`config.mk`:
```
export PLATFORM = sky130hd
export DESIGN_NAME = power_domain_transition_controller_top_flat
export DESIGN_NICKNAME = d
export VERILOG_FILES = /design/src/design/pdtc_pkg.sv /design/src/design/pdtc_if.sv /design/src/design/pdtc_domain.sv /design/src/design/power_domain_transition_controller_top.sv /design/src/flat_wrapper.sv
export SDC_FILE = /design/constraint.sdc
export NUM_CORES = 1
export LEC_CHECK = 0
export BUFFER_PORTS_ARGS = -buffer_cell sky130_fd_sc_hd__buf_2
export CORE_ASPECT_RATIO = 1.25
export CORE_MARGIN = 5
export CORE_UTILIZATION = 40
export CTS_CLUSTER_SIZE = 10
export DETAILED_ROUTE_END_ITERATION = 10
export GPL_TIMING_DRIVEN = 1
export SLEW_MARGIN = 10
export SYNTH_ARGS = -nofsm -noshare
export SYNTH_HDL_FRONTEND = slang
export SYNTH_SLANG_ARGS = --single-unit
export TNS_END_PERCENT = 100
```
`constraint.sdc`:
```
create_clock -name clk -period 4.92 [get_ports clk]
set_input_delay 0.246 -clock clk [delete_from_list [all_inputs] [get_ports clk]]
set_output_delay 0.246 -clock clk [all_outputs]
set_load 0.02 [all_outputs]
```
`src/design/pdtc_pkg.sv`:
```
`timescale 1ns / 1ps
`default_nettype none

package pdtc_pkg;

  // Transaction opcodes on the item channel
  typedef enum logic [1:0] {
    OP_REQUEST = 2'd0,
    OP_WRITE   = 2'd1,
    OP_TICK    = 2'd2,
    OP_UNUSED  = 2'd3
  } op_t;

  // Domain power states
  typedef enum logic [1:0] {
    PS_OFF = 2'd0,
    PS_ON  = 2'd1,
    PS_CG  = 2'd2
  } pstate_t;

  // Requested state codes
  localparam logic [1:0] CODE_OFF_A = 2'd0;
  localparam logic [1:0] CODE_CG    = 2'd1;
  localparam logic [1:0] CODE_OFF_B = 2'd2;
  localparam logic [1:0] CODE_ON    = 2'd3;

  // Delay slots within one domain's table
  localparam logic [1:0] SLOT_ON_OFF = 2'd0;
  localparam logic [1:0] SLOT_OFF_ON = 2'd1;
  localparam logic [1:0] SLOT_ON_CG  = 2'd2;
  localparam logic [1:0] SLOT_CG_ON  = 2'd3;

  localparam int unsigned DOMAIN_W = 2;
  localparam int unsigned VALUE_W  = 32;
  localparam int unsigned REPORTED_DOMAINS = 4;

  // One accepted transaction as seen by every domain
  typedef struct packed {
    op_t                 op;
    logic [DOMAIN_W-1:0] domain;
    logic [1:0]          request_code;
    logic [1:0]          delay_slot;
    logic [VALUE_W-1:0]  delay_value;
  } cmd_t;

  // Per-domain outcome of a transaction, after the update
  typedef struct packed {
    logic    accepted;
    logic    busy;
    pstate_t state;
  } dom_status_t;

  function automatic pstate_t code_to_state(input logic [1:0] code);
    pstate_t st;
    unique case (code)
      CODE_CG:    st = PS_CG;
      CODE_ON:    st = PS_ON;
      CODE_OFF_A: st = PS_OFF;
      CODE_OFF_B: st = PS_OFF;
      default:    st = PS_OFF;
    endcase
    return st;
  endfunction

  function automatic logic [1:0] request_slot(input pstate_t tgt, input pstate_t cur);
    logic [1:0] slot;
    if (tgt == PS_OFF) begin
      slot = SLOT_ON_OFF;
    end else if (tgt == PS_CG) begin
      slot = SLOT_ON_CG;
    end else if (cur == PS_OFF) begin
      slot = SLOT_OFF_ON;
    end else begin
      slot = SLOT_CG_ON;
    end
    return slot;
  endfunction

endpackage

`default_nettype wire

```
`src/design/pdtc_if.sv`:
```
`timescale 1ns / 1ps
`default_nettype none

// Input item channel
interface pdtc_in_if;
  logic        valid;
  logic        ready;
  logic [1:0]  op;
  logic [1:0]  domain;
  logic [1:0]  request_code;
  logic [1:0]  delay_slot;
  logic [31:0] delay_value;

  modport source (
    output valid, op, domain, request_code, delay_slot, delay_value,
    input  ready
  );
  modport sink (
    input  valid, op, domain, request_code, delay_slot, delay_value,
    output ready
  );
endinterface

// Result channel
interface pdtc_out_if;
  logic       valid;
  logic       ready;
  logic       accepted;
  logic [3:0] busy_mask;
  logic [1:0] state_host;
  logic [1:0] state_sensor_a;
  logic [1:0] state_sensor_b;
  logic [1:0] state_sensor_c;

  modport source (
    output valid, accepted, busy_mask, state_host, state_sensor_a,
           state_sensor_b, state_sensor_c,
    input  ready
  );
  modport sink (
    input  valid, accepted, busy_mask, state_host, state_sensor_a,
           state_sensor_b, state_sensor_c,
    output ready
  );
endinterface

`default_nettype wire

```
`src/design/pdtc_domain.sv`:
```
`timescale 1ns / 1ps
`default_nettype none

module pdtc_domain #(
  parameter int DOMAIN_INDEX = 0,
  parameter int DELAY_WIDTH  = 32
) (
  input  wire logic                clk,
  input  wire logic                rst,
  input  wire logic                fire,
  input  wire pdtc_pkg::cmd_t      cmd,
  output pdtc_pkg::dom_status_t    status
);

  pdtc_pkg::pstate_t       pstate, pstate_next;
  pdtc_pkg::pstate_t       target, target_next;
  logic                    pending, pending_next;
  logic [DELAY_WIDTH-1:0]  remaining, remaining_next;
  logic [DELAY_WIDTH-1:0]  delay_word [4];

  logic              hit;
  logic              req_ok;
  logic              wr_ok;
  logic              tick;
  pdtc_pkg::pstate_t req_state;
  logic [1:0]        req_slot;

  // Decode the transaction for this domain
  assign hit       = fire && (32'(cmd.domain) == DOMAIN_INDEX);
  assign req_ok    = hit && (cmd.op == pdtc_pkg::OP_REQUEST) && !pending;
  assign wr_ok     = hit && (cmd.op == pdtc_pkg::OP_WRITE);
  assign tick      = fire && (cmd.op == pdtc_pkg::OP_TICK);
  assign req_state = pdtc_pkg::code_to_state(cmd.request_code);
  assign req_slot  = pdtc_pkg::request_slot(req_state, pstate);

  // Advance countdown on tick and switch to the target state when it runs out; load it on an accepted request
  always_comb begin
    pstate_next    = pstate;
    target_next    = target;
    pending_next   = pending;
    remaining_next = remaining;
    if (tick && pending) begin
      if (remaining[DELAY_WIDTH-1:1] == '0) begin
        pstate_next    = target;
        pending_next   = 1'b0;
        remaining_next = '0;
      end else begin
        remaining_next = remaining - DELAY_WIDTH'(1);
      end
    end
    if (req_ok) begin
      target_next    = req_state;
      remaining_next = delay_word[req_slot];
      pending_next   = 1'b1;
    end
  end

  always_ff @(posedge clk) begin
    if (rst) begin
      pstate    <= pdtc_pkg::PS_OFF;
      target    <= pdtc_pkg::PS_OFF;
      pending   <= 1'b0;
      remaining <= '0;
    end else begin
      pstate    <= pstate_next;
      target    <= target_next;
      pending   <= pending_next;
      remaining <= remaining_next;
    end
  end

  // Delay table words of this domain, one per slot
  always_ff @(posedge clk) begin
    if (rst) begin
      for (int i = 0; i < 4; i++) begin
        delay_word[i] <= DELAY_WIDTH'(1);
      end
    end else if (wr_ok) begin
      delay_word[cmd.delay_slot] <= DELAY_WIDTH'(cmd.delay_value);
    end
  end

  assign status.accepted = req_ok || wr_ok;
  assign status.busy     = pending_next;
  assign status.state    = pstate_next;

endmodule

`default_nettype wire

```
`src/design/power_domain_transition_controller_top.sv`:
```
// Power domain transition controller.
// An accepted item's result is loaded into the output register in the next cycle.
// Throughput: one item per cycle; every domain updates in parallel in one pass.
// The item side stalls only while the output register holds an untaken result.
// Reset (rst, synchronous): all domains off, nothing pending, delays all one.
`timescale 1ns / 1ps
`default_nettype none

module power_domain_transition_controller_top #(
  parameter int NUM_DOMAINS = 4,
  parameter int DELAY_WIDTH = 32
) (
  input wire logic   clk,
  input wire logic   rst,
  pdtc_in_if.sink    item,
  pdtc_out_if.source result
);

  localparam int SHOWN = (NUM_DOMAINS < pdtc_pkg::REPORTED_DOMAINS) ?
                         NUM_DOMAINS : pdtc_pkg::REPORTED_DOMAINS;

  logic                  fire;
  pdtc_pkg::cmd_t        cmd;
  pdtc_pkg::dom_status_t status [NUM_DOMAINS];
  logic [NUM_DOMAINS-1:0] acc_vec;
  logic [3:0]            busy_vec;
  logic [1:0]            state_vec [4];

  logic       out_valid;
  logic       out_accepted;
  logic [3:0] out_busy;
  logic [1:0] out_state [4];

  // Take a transaction whenever the result register is free or draining
  assign item.ready = !out_valid || result.ready;
  assign fire       = item.valid && item.ready;

  assign cmd.op           = pdtc_pkg::op_t'(item.op);
  assign cmd.domain       = item.domain;
  assign cmd.request_code = item.request_code;
  assign cmd.delay_slot   = item.delay_slot;
  assign cmd.delay_value  = item.delay_value;

  // One controller per domain
  for (genvar d = 0; d < NUM_DOMAINS; d++) begin : g_dom
    pdtc_domain #(
      .DOMAIN_INDEX (d),
      .DELAY_WIDTH  (DELAY_WIDTH)
    ) u_dom (
      .clk    (clk),
      .rst    (rst),
      .fire   (fire),
      .cmd    (cmd),
      .status (status[d])
    );
    assign acc_vec[d] = status[d].accepted;
  end

  // Gather the reported domains; missing ones read as off and idle
  for (genvar r = 0; r < 4; r++) begin : g_rep
    if (r < SHOWN) begin : g_on
      assign busy_vec[r]  = status[r].busy;
      assign state_vec[r] = status[r].state;
    end else begin : g_off
      assign busy_vec[r]  = 1'b0;
      assign state_vec[r] = pdtc_pkg::PS_OFF;
    end
  end

  // Result register valid
  always_ff @(posedge clk) begin
    if (rst) begin
      out_valid <= 1'b0;
    end else if (fire) begin
      out_valid <= 1'b1;
    end else if (result.ready) begin
      out_valid <= 1'b0;
    end
  end

  // Result register payload
  always_ff @(posedge clk) begin
    if (fire) begin
      out_accepted <= |acc_vec;
      out_busy     <= busy_vec;
      for (int i = 0; i < 4; i++) begin
        out_state[i] <= state_vec[i];
      end
    end
  end

  assign result.valid          = out_valid;
  assign result.accepted       = out_accepted;
  assign result.busy_mask      = out_busy;
  assign result.state_host     = out_state[0];
  assign result.state_sensor_a = out_state[1];
  assign result.state_sensor_b = out_state[2];
  assign result.state_sensor_c = out_state[3];

endmodule

`default_nettype wire
```
`src/flat_wrapper.sv`:
```
// flat-port wrapper written by rule: the top's interface ports become plain ports
module power_domain_transition_controller_top_flat 
#(
  parameter int NUM_DOMAINS = 4,
  parameter int DELAY_WIDTH = 32
)
  (clk, rst, item_valid, item_op, item_domain, item_request_code, item_delay_slot, item_delay_value, item_ready, result_valid, result_accepted, result_busy_mask, result_state_host, result_state_sensor_a, result_state_sensor_b, result_state_sensor_c, result_ready);
  pdtc_in_if item_i ();
  pdtc_out_if result_i ();
  input wire logic clk;
  input wire logic rst;
  input wire logic [$bits(item_i.valid)-1:0] item_valid;
  input wire logic [$bits(item_i.op)-1:0] item_op;
  input wire logic [$bits(item_i.domain)-1:0] item_domain;
  input wire logic [$bits(item_i.request_code)-1:0] item_request_code;
  input wire logic [$bits(item_i.delay_slot)-1:0] item_delay_slot;
  input wire logic [$bits(item_i.delay_value)-1:0] item_delay_value;
  output wire logic [$bits(item_i.ready)-1:0] item_ready;
  output wire logic [$bits(result_i.valid)-1:0] result_valid;
  output wire logic [$bits(result_i.accepted)-1:0] result_accepted;
  output wire logic [$bits(result_i.busy_mask)-1:0] result_busy_mask;
  output wire logic [$bits(result_i.state_host)-1:0] result_state_host;
  output wire logic [$bits(result_i.state_sensor_a)-1:0] result_state_sensor_a;
  output wire logic [$bits(result_i.state_sensor_b)-1:0] result_state_sensor_b;
  output wire logic [$bits(result_i.state_sensor_c)-1:0] result_state_sensor_c;
  input wire logic [$bits(result_i.ready)-1:0] result_ready;
  assign item_i.valid = item_valid;
  assign item_i.op = item_op;
  assign item_i.domain = item_domain;
  assign item_i.request_code = item_request_code;
  assign item_i.delay_slot = item_delay_slot;
  assign item_i.delay_value = item_delay_value;
  assign item_ready = item_i.ready;
  assign result_valid = result_i.valid;
  assign result_accepted = result_i.accepted;
  assign result_busy_mask = result_i.busy_mask;
  assign result_state_host = result_i.state_host;
  assign result_state_sensor_a = result_i.state_sensor_a;
  assign result_state_sensor_b = result_i.state_sensor_b;
  assign result_state_sensor_c = result_i.state_sensor_c;
  assign result_i.ready = result_ready;
  power_domain_transition_controller_top #(.NUM_DOMAINS(NUM_DOMAINS), .DELAY_WIDTH(DELAY_WIDTH)) u_core (.clk(clk), .rst(rst), .item(item_i), .result(result_i));
endmodule
```
==> run_results.csv <==
group,metric,value,unit
setup_path,critPathLaunchType,"flop",
placed_design,numPortBuffers,58,
timing,period_needed,3.57,ns
logic_synthesis,synth_fp_nets,2908,
placed_design,dp_cells,3793,
drt,drt_pass1_iterations,5,
logic_synthesis,synth_edf_count,525,
clock_tree,post_cts_resized,0,
status,status,"finished clean",
drt,drtIter0Drc,2318,
timing,setup_viol,0,
die,initial_core_util,0.401,
clock_tree,ctsHoldBuffers,1,
clock_tree,postCtsSetupBuffers,0,
timing,report.final.slew_viol_count,0,
drt,wl_per_cell,23.7,um
timing,fin_tns_setup,0,ns
pwr,p_switching,0.00309,W
logic_synthesis,syn-cell-area,0.0315,sq mm
logic_synthesis,ys.flop_type,"edfxtp_1",
pwr,seqPwrFrac,0.498,
placed_design,gp_congestion,0.865,
pwr,power.internal,0.00963,W
setup_path,path_buf_inv,2,
logic_synthesis,yosys_warnings,0,
die,fp.dieArea,0.0844,sq mm
die,rows,115,
grt,grt_pass1_vias,22441,
grt,track_usage,0.216,
placed_design,dp_hpwl,57.7,mm
die,die_w,261,um
grt,grt_max_degree,110,
logic_synthesis,async_flop_share,0,
timing,worst_pin_slew,1.30,ns
timing,period_share,0.725,
die,boundaryPins,59,
setup_path,crit_path_end_kind,"flop",
clock_tree,clk-insertion-delay-late,0.63,ns
pwr,p_sw_frac,0.243,
logic_synthesis,seq_area_frac_synth,0.596,
final_layout,drive_gt1_frac,0.0929,
final_layout,synthToLayoutAreaGrowth,11.7,%
clock_tree,clockBufferDepth,3,
clock_tree,cts.clk_slew.worst_paths,0.05,ns
setup_path,required,5.16,ns
pwr,max-vdd-ir-drop,0.240,mV
pwr,p_clk_frac,0.418,
clock_tree,cts_tree,"yes",
clock_tree,cts_max_level,3,
drt,num_vias,22716,
logic_synthesis,synth_seq_cells,674,
timing,hold_viol,0,
grt,antenna_found_initial,17,
timing,max_slew_margin,0.130,
logic_synthesis,syn_inst,2860,
drt,drc_errors,0,
flow_run,drv_cap,0,
pwr,power_frac_comb,0.084,
setup_path,slowest_delay,0.68,ns
timing,skew,0.0262,ns
min_path,hold_class,"input port to flop",
clock_tree,cts-root-buf,"clkbuf_16",
clock_tree,cts_buffers,77,
drt,routed_via_density,5.76,
pwr,total_leakage_power,13.2,nW
setup_path,crit_path_max_fanout,33,
drt,ant_nets,0,
drt,routed_wl,93.4,mm
final_layout,finalNetCount,2868,
final_layout,nFillCells,7181,
timing,rsz0062_at_grt,"no",
logic_synthesis,syn_area_per_cell,11.0,sq um
grt,overflow,0,
die,die_height,324,um
timing,holdWs,0.147,ns
final_layout,fin_cells,3945,
logic_synthesis,synth_cell_types,74,
die,core_area,0.0784,sq mm
grt,grt_pass1_wl,139,mm
setup_path,critPathTopFamily,"simple AND/OR/NAND/NOR gates",
setup_path,cp.arrival,3.81,ns
clock_tree,clkSinkCount,674,
setup_path,cp_slowest_cell,"or2_2",
timing,timing.fmax,0.280,GHz
setup_path,critPathKind,"flop to flop",
pwr,power_density,362,mW/mm^2
setup_path,path_cells,"nor2b_1, inv_1, and4_1, and2_2, nand3_1, nor3_2, buf_4, or2_2",
[cell families after synthesis]
logic type | count (synthesis) | synth area share
xor+xnor | 84 | 0.0234
mux | 68 | 0.0222
buf+inv | 255 | 0.0309
compound gates | 561 | 0.113
simple gates | 1214 | 0.213
fa+ha+maj | 4 | 0.00159
flops | 674 | 0.596
[routing by layer]
| layer | vias up | GRT usage | wire [um] |
|---|---|---|---|
| li1 | 10461 | - | - |
| met1 | 11203 | 0.293 | 40100 |
| met2 | 893 | 0.350 | 43300 |
| met3 | 153 | 0.0353 | 6760 |
| met4 | 6 | 0.0823 | 3250 |
| met5 | - | 0 | 41 |
[worst reg2reg max path: stages, from the launching register on]
cell and delay (ns):
dfxtp_1 0.30, nor2b_1 0.14, inv_1 0.22, and4_1 0.39, and2_2 0.54, nand3_1 0.39, nor3_2 0.19, buf_4 0.32
or2_2 0.69
[synth_stat cells (42+ instances only)]
library cell / number / share of area
a211oi_1: 51 / 0.012
a21oi_1: 146 / 0.023
a311oi_1: 68 / 0.019
and2_1: 323 / 0.064
and3_1: 191 / 0.038
clkbuf_1: 210 / 0.025
dfxtp_1: 149 / 0.095
edfxtp_1: 525 / 0.50
mux2i_1: 59 / 0.019
nand2_1: 160 / 0.019
nor2_1: 233 / 0.028
nor3_1: 51 / 0.0081
nor4_1: 47 / 0.0093
o21ai_0: 138 / 0.022
o22ai_1: 55 / 0.011
xnor2_1: 42 / 0.012
xor2_1: 42 / 0.012
[power by group through the flow]
| stage | clock network (W) | logic [W] | registers (W) |
|---|---|---|---|
| finish | 0.00531 | 0.00106 | 0.00634 |
| detailed placement | 0 | 0.00105 | 0.00646 |
| floorplan | 0 | 0.000657 | 0.00645 |
| global placement | 0 | 0.00104 | 0.00645 |
| global route | 0.00562 | 0.00114 | 0.00635 |
| CTS | 0.00539 | 0.00106 | 0.00634 |
[cells in the final DEF (no fill, tap or decap), drive strengths merged, types with 9 or more instances in the layout]
master,count
o21ai,138
edfxtp,525
o22ai,55
nand4b,10
nor2b,39
inv,25
nand3,37
xnor2,42
or4,21
dfxtp,149
nand2,161
mux2i,59
xor2,42
a21oi,146
a31oi,20
mux2,9
a211oi,52
nor4,51
or2,12
nand2b,15
clkbuf,141
nor2,233
buf,112
a21o,12
and2,324
a221oi,12
and3,191
or3,34
nand4,11
nor3,51
a311oi,68
[layout make-up]
class                           count  area (sq um)  area share
Inverter                           22          87.6     0.00249
Clock inverter                      4          42.5     0.00121
Antenna cell                        7          17.5    0.000499
Timing Repair Buffer              114           724      0.0206
Sequential cell                   674         18700       0.534
Clock buffer                      140          2240      0.0637
Tap cell                         1053          1320      0.0375
Multi-Input combinational cell   1931         12000       0.340
[registers in the layout (all words and copies together) (netlist names)]
register	flops
u_core.g_dom.u_dom.delay_word	512
u_core.g_dom.u_dom.remaining	128
u_core.g_dom.u_dom.pstate	8
u_core.g_dom.u_dom.target	8
u_core.out_state	8
u_core.g_dom.u_dom.pending	4
u_core.result.busy_mask	4
u_core.result.accepted	1
u_core.result.valid	1
[per-stage QoR]
| step | util | setup slack (ns) | cell area [sq um] | total power [W] |
|---|---|---|---|---|
| floorplan | - | 0.525 | 31500 | 0.00711 |
| global placement | 0.418 | 1.25 | 32800 | 0.00749 |
| detailed placement | 0.418 | 1.19 | 32800 | 0.00751 |
| CTS | 0.448 | 1.35 | 35100 | 0.0128 |
| global route | 0.448 | 1.13 | 35100 | 0.0131 |
| finish | 0.448 | 1.35 | 35100 | 0.0127 |
[final timing paths]
| path | from | to | slack (ns) | cells after the start |
|---|---|---|---|---|
| worst min register to register | u_core.g_dom[2].u_dom.delay_word[0][19] | u_core.g_dom[2].u_dom.remaining[19] | 0.43 | 2 |
| worst max register to register | u_core.result.valid | u_core.g_dom[3].u_dom.delay_word[0][18] | 1.35 | 8 |
| worst min-delay path | result_ready | u_core.result.valid | 0.15 | 5 |
| worst max-delay path | u_core.result.valid | u_core.g_dom[3].u_dom.delay_word[0][18] | 1.35 | 8 |
No activity file was read; power rests on OpenSTA's default activity.
